$ cat config.mk
export PLATFORM = sky130hd
export DESIGN_NAME = bakery_ticket_lock
export DESIGN_NICKNAME = d
export VERILOG_FILES = /design/src/hw/rtl/bkl_pkg.sv /design/src/hw/rtl/bkl_cell.sv /design/src/hw/rtl/bakery_ticket_lock.sv
export VERILOG_INCLUDE_DIRS = /design/src /design/src/hw/rtl
export SDC_FILE = /design/constraint.sdc
export NUM_CORES = 1
export LEC_CHECK = 0
export BUFFER_PORTS_ARGS = -buffer_cell sky130_fd_sc_hd__buf_2
export CORE_ASPECT_RATIO = 1.5
export CORE_UTILIZATION = 57
export DETAILED_ROUTE_END_ITERATION = 8
export PLACE_DENSITY = 0.81
export SYNTH_ARGS = -nofsm -noshare
export SYNTH_HDL_FRONTEND = slang
export SYNTH_SLANG_ARGS = --single-unit
$ cat constraint.sdc
create_clock -name clk -period 3.3 [get_ports clk]
set_input_delay 0.495 -clock clk [delete_from_list [all_inputs] [get_ports clk]]
set_output_delay 0.495 -clock clk [all_outputs]
set_load 0.1 [all_outputs]
$ cat src/hw/rtl/assert_macros.svh
// assertion macros used by the lock top level
`ifndef ASSERT_MACROS_SVH
`define ASSERT_MACROS_SVH

`ifndef SYNTHESIS
`define BKL_ASSERT(name, clk, rstn, prop) \
  name: assert property (@(posedge clk) disable iff (!(rstn)) (prop)) \
    else $error("bakery lock check failed");
`define BKL_ASSERT_NEVER(name, clk, rstn, cond) \
  name: assert property (@(posedge clk) disable iff (!(rstn)) !(cond)) \
    else $error("bakery lock forbidden condition");
`else
`define BKL_ASSERT(name, clk, rstn, prop)
`define BKL_ASSERT_NEVER(name, clk, rstn, cond)
`endif

`endif

$ cat src/hw/rtl/bkl_pkg.sv
// shared types and constants of the bakery ticket lock
package bkl_pkg;

  localparam int TID_W    = 3;   // requester id field width
  localparam int TICKET_W = 16;  // ticket field width

  typedef enum logic [1:0] {
    ACT_REQUEST = 2'd0,
    ACT_POLL    = 2'd1,
    ACT_RELEASE = 2'd2
  } bkl_act_t;

  typedef enum logic [1:0] {
    ST_IDLE,
    ST_SWEEP,
    ST_FIN
  } bkl_state_t;

  // token that walks down the cell chain
  typedef struct packed {
    logic             vld;
    logic [TID_W-1:0] who;
  } bkl_tok_t;

  // write command broadcast to all cells
  typedef struct packed {
    logic             en;
    logic [TID_W-1:0] who;
  } bkl_wr_t;

endpackage

$ cat src/hw/rtl/bkl_cell.sv
// one requester cell: holds flag and label, merges them into the passing sweep
module bkl_cell #(
  parameter int LABEL_BITS = 16,
  parameter int IDX_W      = 3,
  parameter int CELL_ID    = 0
) (
  input  logic                  clk,
  input  logic                  rst_n,
  input  bkl_pkg::bkl_tok_t     tok_i,
  input  logic [LABEL_BITS-1:0] max_i,
  input  logic                  minv_i,
  input  logic [LABEL_BITS-1:0] minl_i,
  input  logic [IDX_W-1:0]      mini_i,
  input  logic [LABEL_BITS-1:0] ownl_i,
  input  logic                  ownf_i,
  output bkl_pkg::bkl_tok_t     tok_o,
  output logic [LABEL_BITS-1:0] max_o,
  output logic                  minv_o,
  output logic [LABEL_BITS-1:0] minl_o,
  output logic [IDX_W-1:0]      mini_o,
  output logic [LABEL_BITS-1:0] ownl_o,
  output logic                  ownf_o,
  input  bkl_pkg::bkl_wr_t      wr_i,
  input  logic                  wr_flag_i,
  input  logic [LABEL_BITS-1:0] wr_label_i
);

  localparam int CW = (IDX_W > bkl_pkg::TID_W) ? IDX_W : bkl_pkg::TID_W;
  localparam logic [CW-1:0]    MY_CMP = CW'(CELL_ID);
  localparam logic [IDX_W-1:0] MY_ID  = IDX_W'(CELL_ID);

  logic                  flag_r;
  logic [LABEL_BITS-1:0] label_r;
  bkl_pkg::bkl_tok_t     tok_r;
  logic [LABEL_BITS-1:0] max_r, minl_r, ownl_r;
  logic                  minv_r, ownf_r;
  logic [IDX_W-1:0]      mini_r;

  logic is_me, wr_me, take_min;

  assign is_me    = (CW'(tok_i.who) == MY_CMP);
  assign wr_me    = wr_i.en && (CW'(wr_i.who) == MY_CMP);
  // ids arrive in rising order, so a tie on label keeps the earlier id
  assign take_min = !is_me && flag_r && (!minv_i || (label_r < minl_i));

  // stored requester state
  always_ff @(posedge clk) begin
    if (!rst_n) begin
      flag_r  <= 1'b0;
      label_r <= '0;
    end else if (wr_me) begin
      flag_r  <= wr_flag_i;
      label_r <= wr_label_i;
    end
  end

  // token, the id rides along with the valid bit
  always_ff @(posedge clk) begin
    if (!rst_n) begin
      tok_r <= '0;
    end else begin
      tok_r <= tok_i;
    end
  end

  // sweep payload, held while no token passes
  always_ff @(posedge clk) begin
    if (tok_i.vld) begin
      max_r     <= (label_r > max_i) ? label_r : max_i;
      minv_r    <= take_min ? 1'b1 : minv_i;
      minl_r    <= take_min ? label_r : minl_i;
      mini_r    <= take_min ? MY_ID : mini_i;
      ownl_r    <= is_me ? label_r : ownl_i;
      ownf_r    <= is_me ? flag_r : ownf_i;
    end
  end

  assign tok_o  = tok_r;
  assign max_o  = max_r;
  assign minv_o = minv_r;
  assign minl_o = minl_r;
  assign mini_o = mini_r;
  assign ownl_o = ownl_r;
  assign ownf_o = ownf_r;

endmodule

$ cat src/hw/rtl/bakery_ticket_lock.sv
// top level of the bakery ticket lock: controller and chain of requester cells
//
// usage
//   input beat: in_tuser carries the action (request, poll, release), in_tdata
//   the requester id. every input beat yields exactly one output beat with the
//   ticket now held, the may-enter verdict and the saturation flag.
//   each requester lives in its own cell. an accepted beat launches a token
//   that walks the chain one cell per cycle, collecting the largest label, the
//   smallest flagged (label, id) pair of the other requesters and the caller's
//   own entry. at the tail the controller settles the answer and, for a
//   request or release, writes the caller's cell back.
//   from accept an item passes the launch register, the cell chain of
//   NUM_REQUESTERS cells and the final state, and the output register then
//   raises out_tvalid; an id outside the populated range skips the sweep and
//   answers zeros from the final state. one item is in flight at a time, the
//   next beat is taken the cycle after the result is registered.
//   reset clears every flag and label to zero and empties the output register.
//   a stalled receiver holds the result in the output register; a finished
//   item waits in the final state and in_tready stays low until room frees up
module bakery_ticket_lock #(
  parameter int NUM_REQUESTERS = 8,
  parameter int LABEL_BITS     = 16
) (
  input  logic        clk,
  input  logic        rst_n,
  input  logic        in_tvalid,
  output logic        in_tready,
  input  logic [7:0]  in_tdata,   // [2:0] requester id, rest zero
  input  logic [1:0]  in_tuser,   // [1:0] action
  output logic        out_tvalid,
  input  logic        out_tready,
  output logic [23:0] out_tdata   // [15:0] ticket, [16] may_enter, [17] ticket_overflow
);

  localparam int IDX_W = $clog2(NUM_REQUESTERS);
  localparam int CW    = (IDX_W > bkl_pkg::TID_W) ? IDX_W : bkl_pkg::TID_W;
  localparam int CMPW  = CW + 1;
  localparam logic [LABEL_BITS-1:0] LABEL_MAX = {LABEL_BITS{1'b1}};

  // controller state
  bkl_pkg::bkl_state_t           state_r, state_nxt;
  logic [1:0]                    act_r;
  logic [bkl_pkg::TID_W-1:0]     who_r;
  logic                          bad_r, bad_nxt;
  logic                          launch_r, launch_nxt;

  // output register
  logic                          out_valid_r, out_valid_nxt;
  logic [bkl_pkg::TICKET_W-1:0]  out_ticket_r;
  logic                          out_may_r, out_ovf_r;

  // chain links, index k feeds cell k
  bkl_pkg::bkl_tok_t     ch_tok  [0:NUM_REQUESTERS];
  logic [LABEL_BITS-1:0] ch_max  [0:NUM_REQUESTERS];
  logic                  ch_minv [0:NUM_REQUESTERS];
  logic [LABEL_BITS-1:0] ch_minl [0:NUM_REQUESTERS];
  logic [IDX_W-1:0]      ch_mini [0:NUM_REQUESTERS];
  logic [LABEL_BITS-1:0] ch_ownl [0:NUM_REQUESTERS];
  logic                  ch_ownf [0:NUM_REQUESTERS];

  bkl_pkg::bkl_wr_t      wr;
  logic                  wr_flag;
  logic [LABEL_BITS-1:0] wr_label;

  logic                  in_fire, tid_ok, fin_go, tail_vld;
  logic                  sat, blocked, res_flag, res_ovf;
  logic [LABEL_BITS-1:0] new_label, res_label;

  assign in_tready = (state_r == bkl_pkg::ST_IDLE);
  assign in_fire   = in_tvalid && in_tready;
  assign tid_ok    = CMPW'(in_tdata[bkl_pkg::TID_W-1:0]) < CMPW'(NUM_REQUESTERS);
  assign tail_vld  = ch_tok[NUM_REQUESTERS].vld;
  // result can be registered once the output slot is free or being drained
  assign fin_go    = (state_r == bkl_pkg::ST_FIN) && (!out_valid_r || out_tready);

  // head of the chain starts empty
  assign ch_tok[0]     = '{vld: launch_r, who: who_r};
  assign ch_max[0]     = '0;
  assign ch_minv[0]    = 1'b0;
  assign ch_minl[0]    = '0;
  assign ch_mini[0]    = '0;
  assign ch_ownl[0]    = '0;
  assign ch_ownf[0]    = 1'b0;

  for (genvar k = 0; k < NUM_REQUESTERS; k++) begin : g_cell
    bkl_cell #(
      .LABEL_BITS (LABEL_BITS),
      .IDX_W      (IDX_W),
      .CELL_ID    (k)
    ) u_cell (
      .clk        (clk),
      .rst_n      (rst_n),
      .tok_i      (ch_tok[k]),
      .max_i      (ch_max[k]),
      .minv_i     (ch_minv[k]),
      .minl_i     (ch_minl[k]),
      .mini_i     (ch_mini[k]),
      .ownl_i     (ch_ownl[k]),
      .ownf_i     (ch_ownf[k]),
      .tok_o      (ch_tok[k+1]),
      .max_o      (ch_max[k+1]),
      .minv_o     (ch_minv[k+1]),
      .minl_o     (ch_minl[k+1]),
      .mini_o     (ch_mini[k+1]),
      .ownl_o     (ch_ownl[k+1]),
      .ownf_o     (ch_ownf[k+1]),
      .wr_i       (wr),
      .wr_flag_i  (wr_flag),
      .wr_label_i (wr_label)
    );
  end

  // settle the answer from the tail of the chain
  always_comb begin
    sat       = (ch_max[NUM_REQUESTERS] == LABEL_MAX);
    new_label = sat ? LABEL_MAX : (ch_max[NUM_REQUESTERS] + LABEL_BITS'(1));
    res_label = ch_ownl[NUM_REQUESTERS];
    res_flag  = ch_ownf[NUM_REQUESTERS];
    res_ovf   = 1'b0;
    wr.en     = 1'b0;
    case (act_r)
      bkl_pkg::ACT_REQUEST: begin
        res_label = new_label;
        res_flag  = 1'b1;
        res_ovf   = sat;
        wr.en     = fin_go && !bad_r;
      end
      bkl_pkg::ACT_RELEASE: begin
        res_flag  = 1'b0;
        wr.en     = fin_go && !bad_r;
      end
      default: begin
        // poll and the spare code leave the state alone
        wr.en     = 1'b0;
      end
    endcase
    wr.who   = who_r;
    wr_flag  = res_flag;
    wr_label = res_label;
    // another flagged requester with a smaller (label, id) pair wins
    blocked  = ch_minv[NUM_REQUESTERS] &&
               ((ch_minl[NUM_REQUESTERS] < res_label) ||
                ((ch_minl[NUM_REQUESTERS] == res_label) &&
                 (CW'(ch_mini[NUM_REQUESTERS]) < CW'(who_r))));
  end

  // next state
  always_comb begin
    state_nxt     = state_r;
    launch_nxt    = 1'b0;
    bad_nxt       = bad_r;
    out_valid_nxt = out_valid_r && !out_tready;
    unique case (state_r)
      bkl_pkg::ST_IDLE: begin
        if (in_fire) begin
          bad_nxt = !tid_ok;
          if (tid_ok) begin
            launch_nxt = 1'b1;
            state_nxt  = bkl_pkg::ST_SWEEP;
          end else begin
            state_nxt  = bkl_pkg::ST_FIN;
          end
        end
      end
      bkl_pkg::ST_SWEEP: begin
        if (tail_vld) begin
          state_nxt = bkl_pkg::ST_FIN;
        end
      end
      bkl_pkg::ST_FIN: begin
        if (fin_go) begin
          out_valid_nxt = 1'b1;
          state_nxt     = bkl_pkg::ST_IDLE;
        end
      end
      default: begin
        state_nxt = bkl_pkg::ST_IDLE;
      end
    endcase
  end

  always_ff @(posedge clk) begin
    if (!rst_n) begin
      state_r     <= bkl_pkg::ST_IDLE;
      launch_r    <= 1'b0;
      bad_r       <= 1'b0;
      out_valid_r <= 1'b0;
    end else begin
      state_r     <= state_nxt;
      launch_r    <= launch_nxt;
      bad_r       <= bad_nxt;
      out_valid_r <= out_valid_nxt;
    end
  end

  // captured command of the item in flight
  always_ff @(posedge clk) begin
    if (in_fire) begin
      act_r <= in_tuser;
      who_r <= in_tdata[bkl_pkg::TID_W-1:0];
    end
  end

  // result payload
  always_ff @(posedge clk) begin
    if (fin_go) begin
      if (bad_r) begin
        out_ticket_r <= '0;
        out_may_r    <= 1'b0;
        out_ovf_r    <= 1'b0;
      end else begin
        out_ticket_r <= bkl_pkg::TICKET_W'(res_label);
        out_may_r    <= res_flag && !blocked;
        out_ovf_r    <= res_ovf;
      end
    end
  end

  assign out_tvalid = out_valid_r;
  assign out_tdata  = {6'd0, out_ovf_r, out_may_r, out_ticket_r};

  // checks
  `include "assert_macros.svh"

  `BKL_ASSERT(a_tail_only_in_sweep, clk, rst_n, tail_vld |-> (state_r == bkl_pkg::ST_SWEEP))
  `BKL_ASSERT(a_launch_starts_sweep, clk, rst_n, launch_r |-> (state_r == bkl_pkg::ST_SWEEP))
  `BKL_ASSERT(a_fin_loads_output, clk, rst_n, fin_go |=> out_valid_r)
  `BKL_ASSERT_NEVER(a_ovf_needs_top_ticket, clk, rst_n,
                    out_valid_r && out_ovf_r && (out_ticket_r != bkl_pkg::TICKET_W'(LABEL_MAX)))

endmodule

==> results of run 1 <==
## path summary, 6_finish.rpt
check / startpoint / end / slack (ns) / depth (start not counted)
setup / recovery: g_cell[7].u_cell.max_o[1] / out_may_r / 0.11 / 13
hold / removal: in_tuser[0] / act_r[0] / 0.06 / 1
setup reg to reg: g_cell[7].u_cell.max_o[1] / out_may_r / 0.11 / 13
hold reg to reg: g_cell[1].u_cell.tok_o[1] / g_cell[2].u_cell.tok_o[1] / 0.45 / 1
## synth_stat cells, types with 9 or more instances
cell type  instances  area share [%]
edfxtp_1         440              44
mux2_2           308              12
inv_1            262             3.3
ha_1             236             9.8
dfxtp_1          169              11
a21oi_1          149             2.5
o21ai_0          144             2.4
nand2_1           78            0.98
clkbuf_1          77            0.96
nor2_1            77            0.96
nand3_1           76             1.3
and2_1            51             1.1
a211oi_1          43             1.1
nand4_1           27            0.56
nand2b_1          25            0.52
and4_1            22            0.64
o221ai_1          19            0.56
and3_1            17            0.35
buf_2             17            0.28
a22oi_1           16            0.40
mux2i_1           16            0.53
o211ai_1          16            0.40
nor3_1            13            0.22
nor2b_1           12            0.25
buf_4             10            0.25
nor4_1            10            0.21
a21o_1             9            0.23
or3_1              9            0.19
or4_1              9            0.23
## kinds of logic (layout without fill, tap and decap cells)
logic type | count (synthesis) | in the layout
flip-flops | 609 | 609
AO/OA/AOI/OAI | 460 | 460
AND/OR/NAND/NOR | 451 | 451
buffers and inverters | 376 | 483
multiplexers | 324 | 324
adder cells (fa/ha/maj) | 236 | 236
XOR/XNOR | 6 | 6
other | 1 | 6
## final cells by class
class	count	area, um^2	share of cell area (%)
Sequential cell	609	16600	50.2
Multi-Input combinational cell	1483	12000	36.3
Clock buffer	83	1580	4.77
Inverter	262	983	2.98
Timing Repair Buffer	118	851	2.57
Tap cell	676	846	2.56
Clock inverter	20	181	0.549
## registers in the layout (all words and copies together) (netlist names)
signal,count
g_cell.u_cell.label_r,128
g_cell.u_cell.max_o,128
g_cell.u_cell.minl_o,128
g_cell.u_cell.ownl_o,128
g_cell.u_cell.tok_o,29
g_cell.u_cell.mini_o,17
out_ticket_r,16
g_cell.u_cell.flag_r,8
g_cell.u_cell.minv_o,8
g_cell.u_cell.ownf_o,8
who_r,3
act_r,2
state_r,2
launch_r,1
out_may_r,1
out_ovf_r,1
out_tvalid,1
## routing by layer
metal	vias up	GRT usage, %	wire length (um)
met4	0	19.6	5320
li1	9164	-	-
met1	9134	25.1	24000
met2	518	50.2	37200
met5	-	0	0
met3	245	2.70	2230
## timing repair
action                     4_1_cts  5_1_grt
buffers inserted                 0        3
hold buffers                     0        0
pin swaps                        0        6
gates resized for setup          3       13
setup endpoints to repair        1        1
## power by group through the flow
stage	Sequential (W)	Clock, W	Combinational, W
6_report	0.00826	0.00627	0.000374
3_3_place_gp	0.00842	0	0.000353
4_1_cts	0.00826	0.00633	0.000368
3_5_place_dp	0.00842	0	0.000363
2_1_floorplan	0.00841	0	0.000240
5_1_grt	0.00826	0.00662	0.000397
## worst register-to-register path, delay by kind of cell, from the launching register on
kind                     cells  cell delay [ns]
flip-flops                   1             0.40
adder cells (fa/ha/maj)      2             0.45
AO/OA/AOI/OAI                6             1.08
buffers and inverters        3             0.37
AND/OR/NAND/NOR              2             0.63
## per-stage QoR
stage | std cells | setup TNS (ns) | setup slack (ns) | utilization, %
2_1_floorplan | 2468 | 0 | 0.132 | -
3_3_place_gp | 3145 | -0.0615 | -0.0615 | 60.2
3_5_place_dp | 3145 | -0.0585 | -0.0585 | 60.2
4_1_cts | 3248 | 0 | 0.0135 | 63.6
5_1_grt | 3251 | -0.0235 | -0.0235 | 63.8
6_report | 3251 | 0 | 0.110 | 63.8
==> results.py, run 1 <==
metrics = {
    "clocking": {
        "cts_max_path_buffers": 3,
        "cts_buffers": 55,
        "htree_levels": 2,
        "clkSlewWorstSetupHoldPaths_ns": 0.07,
        "root_buffer": "clkbuf_16",
        "clock_sink_count": 609,
        "cts_tree": "yes",
        "insertion_delay_ns": 0.61,
    },
    "sta": {
        "final-setup-viol-count": 0,
        "report.final.slew_viol_count": 0,
        "worst_slew_pin_slew_ns": 1.20,
        "fin_worst_hold_slack_ns": 0.0620,
        "period_minus_slack_ns": 3.19,
        "max_slew_margin_pct": 19.7,
        "max_freq_mhz": 313,
        "hold_viol_final": 0,
        "layout_worst_path_cycle_share_pct": 96.7,
        "timing.clock.skew_ns": 0.0147,
    },
    "global_route": {
        "global_route.overflow_total": 0,
        "first_global_vias": 19700,
        "antenna_violations_before_repair": 0,
        "grt_max_degree": 139,
        "grt_use_total_pct": 25.9,
        "grt_first_pass_wirelength_um": 106000,
    },
    "detailed_routing": {
        "drc_errors": 0,
        "routed_wire_length_per_instance_um": 21.2,
        "detail_route.wirelength_um": 68800,
        "detailroute.via_count": 19100,
        "via_density": 5.86,
        "ant_nets": 0,
        "detail_route.first_pass.iterations": 8,
        "detailedRoute.firstIterationViolations": 1280,
    },
    "min_path": {
        "hold_path_class": "in2reg",
    },
    "yosys": {
        "dominant_combinational_cell_family_by_area_after_synthesis": "multiplexers",
        "synth-compound-area-share_pct": 9.37,
        "netlist_area_um2": 30000,
        "postSynthRegisterBits": 609,
        "post_synth_mux_area_share_pct": 12.1,
        "ys_warn_count": 0,
        "asyncSetResetFlopFracSynth_pct": 0,
        "synth_edf_count": 440,
        "ys_seq_area_share_pct": 55.4,
        "syn_inst": 2463,
        "synth_simple_gate_area_share_pct": 8.18,
        "syn_avg_cell_area_um2": 12.2,
        "synth_xor_area_share_pct": 0.175,
        "synth_adder_area_share_pct": 9.85,
        "netlist-cell-type-count": 70,
        "dominantRegCellSynth": "edfxtp_1",
    },
    "setup_path": {
        "endpoint_required_time_on_the_critical_path_ns": 3.66,
        "critPathArrivalTime_ns": 3.55,
        "crit_path_start_kind": "flip-flop",
        "cp_slowest_stage_delay_ns": 0.55,
        "path_buf_inv": 3,
        "critical_path_type": "reg2reg",
        "crit_family": "compound AO/OA/AOI/OAI gates",
        "critical_path.endpoint_type": "flip-flop",
        "crit_fanout": 8,
        "critical_path_top_delay_cell": "or4_4",
        "path_cells": "ha_4 -> nand3_4 -> or4_4 -> buf_8 -> o21a_4 -> buf_4 -> a21oi_4 -> inv_1 -> ha_1 -> a21oi_1 -> o21ai_2 -> o21a_1 -> o41a_1",
    },
    "power": {
        "p_sw_w": 0.00305,
        "p_seq_share_pct": 55.4,
        "combPwrFrac_pct": 2.5,
        "post-layout-total-power_w": 0.0149,
        "power_report.internal_total_w": 0.0119,
        "power.clock.fraction_pct": 42.1,
        "switching_share_pct": 20.4,
        "power_density_relative_to_cell_area_nw_per_um2": 451,
        "vdd.ir_drop.worst_mv": 0.444,
        "power.static_leakage_nw": 13.0,
    },
    "cells_and_area": {
        "leading_cell_type_in_the_layout_fill_and_taps_excluded": "edfxtp_1",
        "final_net_count": 2779,
        "mostFrequentLayoutCells": "edfxtp_1, mux2_2, inv_1, ha_1, dfxtp_1",
        "post_route_cells_drive_above_1_share_pct": 21.8,
        "n_antenna_cell": 0,
        "fillCellCount": 3910,
        "layout.cell_area.non_filler_um2": 33000,
        "synth_to_final_area_change_pct": 10.2,
    },
    "floorplan": {
        "die_area_um2": 53500,
        "rows": 102,
        "start_util_pct": 57.9,
        "chipWidth_um": 189,
        "num_io_pins": 40,
        "die_height_um": 283,
        "core_area_um2": 51800,
    },
    "place": {
        "buffer_ports.inserted": 28,
        "hpwlAfterDp_um": 51700,
        "routabilityCongestion": 0.938,
        "dpl_cell_area_um2": 31200,
    },
    "run": {
        "drv_cap": 0,
    },
    "outcome": {
        "result_of_the_run": "completed",
    },
}
Power figures use the tool's default switching activity.
==> run 2, diff against run 1 <==
--- a/config.mk
+++ b/config.mk
@@ -10,7 +10,7 @@
 export CORE_ASPECT_RATIO = 1.5
 export CORE_UTILIZATION = 57
 export DETAILED_ROUTE_END_ITERATION = 8
-export PLACE_DENSITY = 0.81
+export PLACE_DENSITY = 0.85
 export SYNTH_ARGS = -nofsm -noshare
 export SYNTH_HDL_FRONTEND = slang
 export SYNTH_SLANG_ARGS = --single-unit
==> run 2 against run 1 <==
  * Critical path depth unchanged
  * First-iteration DRC count increased by 4.4%
  * Fmax is 0.55% lower
  * Non-clock buffer count shrank 8
  * Wire length is 1.5% higher
  * Clock power up 6.1%
  * Sequential share of layout area is 0.14 points lower
  * Utilization up 0.18 points
  * Hold slack gained 0.018 ns
  * Clock skew up 0.0084 ns
  * Combinational power hardly changed
  * Sequential cell count is the same
  * Critical endpoint unchanged
==> results.py, run 2 (synthesized netlist as in run 1, its figures left out) <==
metrics = {
    "place": {
        "routabilityCongestion": 0.984,
        "buffer_ports.inserted": 28,
        "hpwlAfterDp_um": 52400,
    },
    "cells_and_area": {
        "n_antenna_cell": 0,
        "final_net_count": 2771,
        "leading_cell_type_in_the_layout_fill_and_taps_excluded": "edfxtp_1",
        "mostFrequentLayoutCells": "edfxtp_1, mux2_2, inv_1, ha_1, dfxtp_1",
        "post_route_cells_drive_above_1_share_pct": 22.1,
        "synth_to_final_area_change_pct": 10.6,
        "postLayoutCoreUtil_pct": 64.0,
    },
    "global_route": {
        "grt_use_total_pct": 26.4,
        "grt_max_degree": 55,
        "antenna_violations_before_repair": 0,
        "first_global_vias": 20100,
        "global_route.overflow_total": 0,
        "grt_first_pass_wirelength_um": 108000,
    },
    "detailed_routing": {
        "detailedRoute.firstIterationViolations": 1336,
        "ant_nets": 0,
        "via_density": 5.96,
        "routed_wire_length_per_instance_um": 21.5,
        "detailroute.via_count": 19300,
        "detail_route.wirelength_um": 69800,
        "detail_route.first_pass.iterations": 5,
        "drc_errors": 0,
    },
    "sta": {
        "final-setup-viol-count": 0,
        "hold_viol_final": 0,
        "worst_slew_pin_slew_ns": 1.21,
        "fin_worst_hold_slack_ns": 0.0796,
        "period_minus_slack_ns": 3.21,
        "max_slew_margin_pct": 19.6,
        "timing.clock.skew_ns": 0.0231,
        "max_freq_mhz": 312,
        "layout_worst_path_cycle_share_pct": 97.2,
        "report.final.slew_viol_count": 0,
    },
    "floorplan": {
        "core_area_um2": 51800,
        "die_area_um2": 53500,
        "start_util_pct": 57.9,
        "rows": 102,
        "chipWidth_um": 189,
        "num_io_pins": 40,
        "die_height_um": 283,
    },
    "setup_path": {
        "critical_path.endpoint_type": "flip-flop",
        "endpoint_required_time_on_the_critical_path_ns": 3.64,
        "critPathArrivalTime_ns": 3.55,
        "crit_path_start_kind": "flip-flop",
        "crit_fanout": 8,
        "critical_path_type": "reg2reg",
    },
    "clocking": {
        "root_buffer": "clkbuf_16",
        "cts_max_path_buffers": 3,
        "clock_sink_count": 609,
        "clkSlewWorstSetupHoldPaths_ns": 0.07,
        "cts_buffers": 55,
        "cts_hold_buf": 0,
        "insertion_delay_ns": 0.59,
        "cts_tree": "yes",
        "htree_levels": 2,
    },
    "outcome": {
        "result_of_the_run": "completed",
    },
    "power": {
        "power_density_relative_to_cell_area_nw_per_um2": 461,
        "power.static_leakage_nw": 13.0,
        "vdd.ir_drop.worst_mv": 0.454,
    },
    "min_path": {
        "hold_path_class": "in2reg",
    },
    "run": {
        "drv_cap": 0,
    },
}
run 2: routing by layer:
metal / share of wire (%) / GRT usage [%] / vias to the layer above
met1: 34 / 25.2 / 9293
met5: 0 / 0 / -
met3: 3.8 / 2.76 / 270
met4: 8.1 / 20.3 / 0
li1: - / - / 9153
met2: 54 / 51.3 / 594
run 2: stage by stage:
stage | std cells | TNS (ns) | total power, W | setup slack [ns] | cell area [um^2]
after detailed placement | 3138 | -0.0987 | 0.00879 | -0.0987 | 31200
after global placement | 3138 | -0.127 | 0.00878 | -0.127 | 31200
after CTS | 3240 | 0 | 0.0153 | 0.000701 | 33100
after floorplan | 2468 | 0 | 0.00865 | 0.132 | 30000
after global routing | 3242 | -0.0176 | 0.0156 | -0.0176 | 33100
final | 3242 | 0 | 0.0153 | 0.0925 | 33100
run 2: final cells by class:
| type | instances | area (um^2) |
|---|---|---|
| clock buffers | 72 | 1600 |
| clock inverters | 30 | 307 |
| fillers | 3821 | 18700 |
| inverters | 262 | 983 |
| multi-input cells | 1483 | 12000 |
| flip-flops and latches | 609 | 16600 |
| well taps | 676 | 846 |
| repair buffers | 110 | 803 |
run 2: worst max-delay path, stage by stage (launching register included):
cell and delay [ns]:
edfxtp_1 0.41, ha_4 0.17, nand3_4 0.08, or4_4 0.55, buf_8 0.16, o21a_4 0.23
buf_4 0.15, a21oi_4 0.11, inv_1 0.05, ha_1 0.30, nand2_1 0.07, o21ai_1 0.17
o21a_1 0.22, o41a_1 0.29
run 2: path summary, 6_finish.rpt:
kind	startpoint	endpoint	slack [ns]	depth (start not counted)
worst max-delay path	g_cell[7].u_cell.max_o[1]	out_may_r	0.09	13
worst min-delay path	in_tuser[0]	act_r[0]	0.08	1
worst max register to register	g_cell[7].u_cell.max_o[1]	out_may_r	0.09	13
worst min register to register	g_cell[2].u_cell.tok_o[2]	g_cell[3].u_cell.tok_o[2]	0.43	1
run 2: timing repair:
item,in CTS,in global routing
setup endpoints to repair,1,1
buffers inserted,0,2
gates resized for setup,3,13
pin swaps,0,4
run 2: report_power, final:
| part | switching, W | total [W] | internal (W) |
|---|---|---|---|
| sequential | 0.0000606 | 0.00826 | 0.00820 |
| combinational | 0.000250 | 0.000374 | 0.000124 |
| clock | 0.00278 | 0.00665 | 0.00387 |
| total | 0.00309 | 0.0153 | 0.0122 |
==> run 3, diff against run 2 <==
--- a/config.mk
+++ b/config.mk
@@ -10,6 +10,7 @@
 export CORE_ASPECT_RATIO = 1.5
 export CORE_UTILIZATION = 57
 export DETAILED_ROUTE_END_ITERATION = 8
+export GPL_ROUTABILITY_DRIVEN = 0
 export PLACE_DENSITY = 0.85
 export SYNTH_ARGS = -nofsm -noshare
 export SYNTH_HDL_FRONTEND = slang
==> constraint.sdc (replaced) <==
create_clock -name clk -period 2.7 [get_ports clk]
set_input_delay 0.405 -clock clk [delete_from_list [all_inputs] [get_ports clk]]
set_output_delay 0.405 -clock clk [all_outputs]
set_load 0.1 [all_outputs]
==> run 3 against run 2 <==
  * The flow now finishes with violations (setup timing)
  * Sequential cell count unchanged
  * Die area unchanged
  * Sequential power increased by 22%
  * Largest cell class unchanged
  * Largest power group unchanged
==> results.py, run 3 (synthesized netlist as in run 1, its figures left out) <==
metrics = {
    "outcome": {
        "result_of_the_run": "finished with violations",
        "failed_checks": "setup timing",
    },
    "sta": {
        "rsz0062_at_grt": "yes",
        "worst_slack_ns": -0.306,
        "period_minus_slack_ns": 3.01,
        "report.final.slew_viol_count": 0,
        "timing.clock.skew_ns": 0.0205,
        "max_slew_margin_pct": 51.7,
        "layout_worst_path_cycle_share_pct": 111,
        "worst_slew_pin_slew_ns": 0.724,
        "final-setup-viol-count": 17,
        "hold_viol_final": 0,
        "max_freq_mhz": 333,
    },
    "power": {
        "power.clock.fraction_pct": 42.6,
        "vdd.ir_drop.worst_mv": 0.491,
        "post-layout-total-power_w": 0.0184,
        "p_sw_w": 0.00381,
        "switching_share_pct": 20.7,
        "power_report.internal_total_w": 0.0146,
        "power.static_leakage_nw": 13.6,
        "combPwrFrac_pct": 2.8,
        "p_seq_share_pct": 54.6,
        "power_density_relative_to_cell_area_nw_per_um2": 539,
    },
    "global_route": {
        "grt_use_total_pct": 28.1,
        "grt_max_degree": 55,
        "first_global_vias": 21400,
        "grt_first_pass_wirelength_um": 115000,
        "global_route.overflow_total": 0,
        "antenna_violations_before_repair": 1,
    },
    "place": {
        "buffer_ports.inserted": 28,
        "dpl_cell_area_um2": 32100,
        "hpwlAfterDp_um": 55000,
    },
    "cells_and_area": {
        "synth_to_final_area_change_pct": 14.1,
        "final_net_count": 2871,
        "fillCellCount": 3430,
        "layout.cell_area.non_filler_um2": 34200,
        "n_antenna_cell": 0,
        "postLayoutCoreUtil_pct": 66.0,
        "leading_cell_type_in_the_layout_fill_and_taps_excluded": "edfxtp_1",
        "post_route_cells_drive_above_1_share_pct": 25.9,
        "mostFrequentLayoutCells": "edfxtp_1, mux2_2, inv_1, ha_1, buf_4",
    },
    "setup_path": {
        "cp-endpoint": "out_may_r",
        "crit_path_start_kind": "flip-flop",
        "cp_slowest_stage_delay_ns": 0.49,
        "worst-path-stages": 12,
        "startpoint": "g_cell[7].u_cell.max_o[1]",
        "path_buf_inv": 1,
        "critical_path.endpoint_type": "flip-flop",
        "ff2ff_path_depth": 12,
        "crit_family": "compound AO/OA/AOI/OAI gates",
        "regToRegStartpoint": "g_cell[7].u_cell.max_o[1]",
        "critPathArrivalTime_ns": 3.35,
        "endpoint_required_time_on_the_critical_path_ns": 3.05,
        "path_cells": "ha_4 -> nand3_4 -> or4_4 -> buf_6 -> o21ai_4 -> o22ai_4 -> ha_1 -> nor2b_1 -> o211ai_1 -> a21oi_1 -> o21a_1 -> o41a_1",
        "critical_path_type": "reg2reg",
        "regToRegEndpoint": "out_may_r",
        "worst-r2r-setup-slack_ns": -0.31,
        "critical_path_top_delay_cell": "or4_4",
        "crit_fanout": 5,
    },
    "detailed_routing": {
        "detail_route.wirelength_um": 75200,
        "routed_wire_length_per_instance_um": 22.5,
        "drc_errors": 0,
        "detailedRoute.firstIterationViolations": 1515,
        "detail_route.first_pass.iterations": 5,
        "via_density": 6.13,
        "ant_nets": 0,
        "detailroute.via_count": 20500,
    },
    "floorplan": {
        "chipWidth_um": 189,
        "core_area_um2": 51800,
        "start_util_pct": 57.9,
        "rows": 102,
        "die_height_um": 283,
        "num_io_pins": 40,
        "die_area_um2": 53500,
    },
    "clocking": {
        "cts_max_path_buffers": 3,
        "htree_levels": 2,
        "cts_buffers": 54,
        "clkSlewWorstSetupHoldPaths_ns": 0.07,
        "cts_tree": "yes",
        "insertion_delay_ns": 0.61,
        "root_buffer": "clkbuf_16",
        "clock_sink_count": 609,
    },
    "run": {
        "drv_cap": 0,
    },
    "min_path": {
        "hold_path_class": "in2reg",
    },
}
-- run 3: changes by cell type in the layout (fill, tap and decap cells not counted), moves of 5 or more --
cell / change
buf_4: +82
buf_12: +8
clkbuf_1: +5
dlygate4sd3_1: +5
-- run 3: power groups by stage --
stage	Sequential, W	Combinational (W)	Clock (W)
4_1_cts	0.0101	0.000509	0.00787
3_3_place_gp	0.0103	0.000473	0
6_report	0.0101	0.000520	0.00785
3_5_place_dp	0.0103	0.000492	0
2_1_floorplan	0.0103	0.000300	0
5_1_grt	0.0101	0.000550	0.00822
-- run 3: cell type report --
type / instances / area, um^2 / share of cell area (%)
clock buffer: 70 / 1470 / 4.31
timing repair buffer: 211 / 1720 / 5.04
tap: 676 / 846 / 2.47
multi-input combinational: 1483 / 12200 / 35.8
clock inverter: 31 / 325 / 0.951
inverter: 262 / 983 / 2.88
sequential: 609 / 16600 / 48.6
-- run 3: tightest hold or removal path, delay by kind of cell --
kind	cells	cell delay (ns)
simple gates	2	0.16
buf+inv	1	0.11
-- run 3: repair_timing --
action | 4_1_cts | 5_1_grt
setup buffers | 1 | 3
setup endpoints to repair | 57 | 125
cloned | 0 | 2
hold endpoints to repair | 5 | 0
pin swaps | 3 | 6
hold buffers | 5 | 0
resized for setup | 18 | 31
-- run 3: worst min path at each step --
stage	cells after the start	end	startpoint	slack (ns)
after CTS	3	state_r[0]	in_tvalid	0.13
after global routing	2	launch_r	in_tvalid	0.16
after detailed placement	1	g_cell[5].u_cell.tok_o[2]	g_cell[4].u_cell.tok_o[2]	0.44
after floorplan	1	g_cell[4].u_cell.tok_o[2]	g_cell[3].u_cell.tok_o[2]	0.42
final	3	state_r[0]	in_tvalid	0.13
after global placement	1	g_cell[5].u_cell.tok_o[1]	g_cell[4].u_cell.tok_o[1]	0.43
-- run 3: per-stage QoR --
step                std cells  setup slack (ns)  TNS [ns]  hold WS, ns
floorplan                2468            -0.181    -0.181        0.419
global placement         3230            -0.423     -3.10        0.430
detailed placement       3230            -0.474     -4.34        0.444
CTS                      3337            -0.300    -0.300        0.129
global route             3342            -0.446     -1.42        0.155
finish                   3342            -0.306    -0.980        0.128
-- run 3: per-layer routing --
| layer | GRT usage (%) | share of wire, % | vias to the layer above |
|---|---|---|---|
| met2 | 53.3 | 53 | 854 |
| met4 | 24.4 | 9.8 | 2 |
| met5 | 0 | 0.020 | - |
| li1 | - | - | 9350 |
| met3 | 3.43 | 4.8 | 362 |
| met1 | 26.5 | 32 | 9928 |
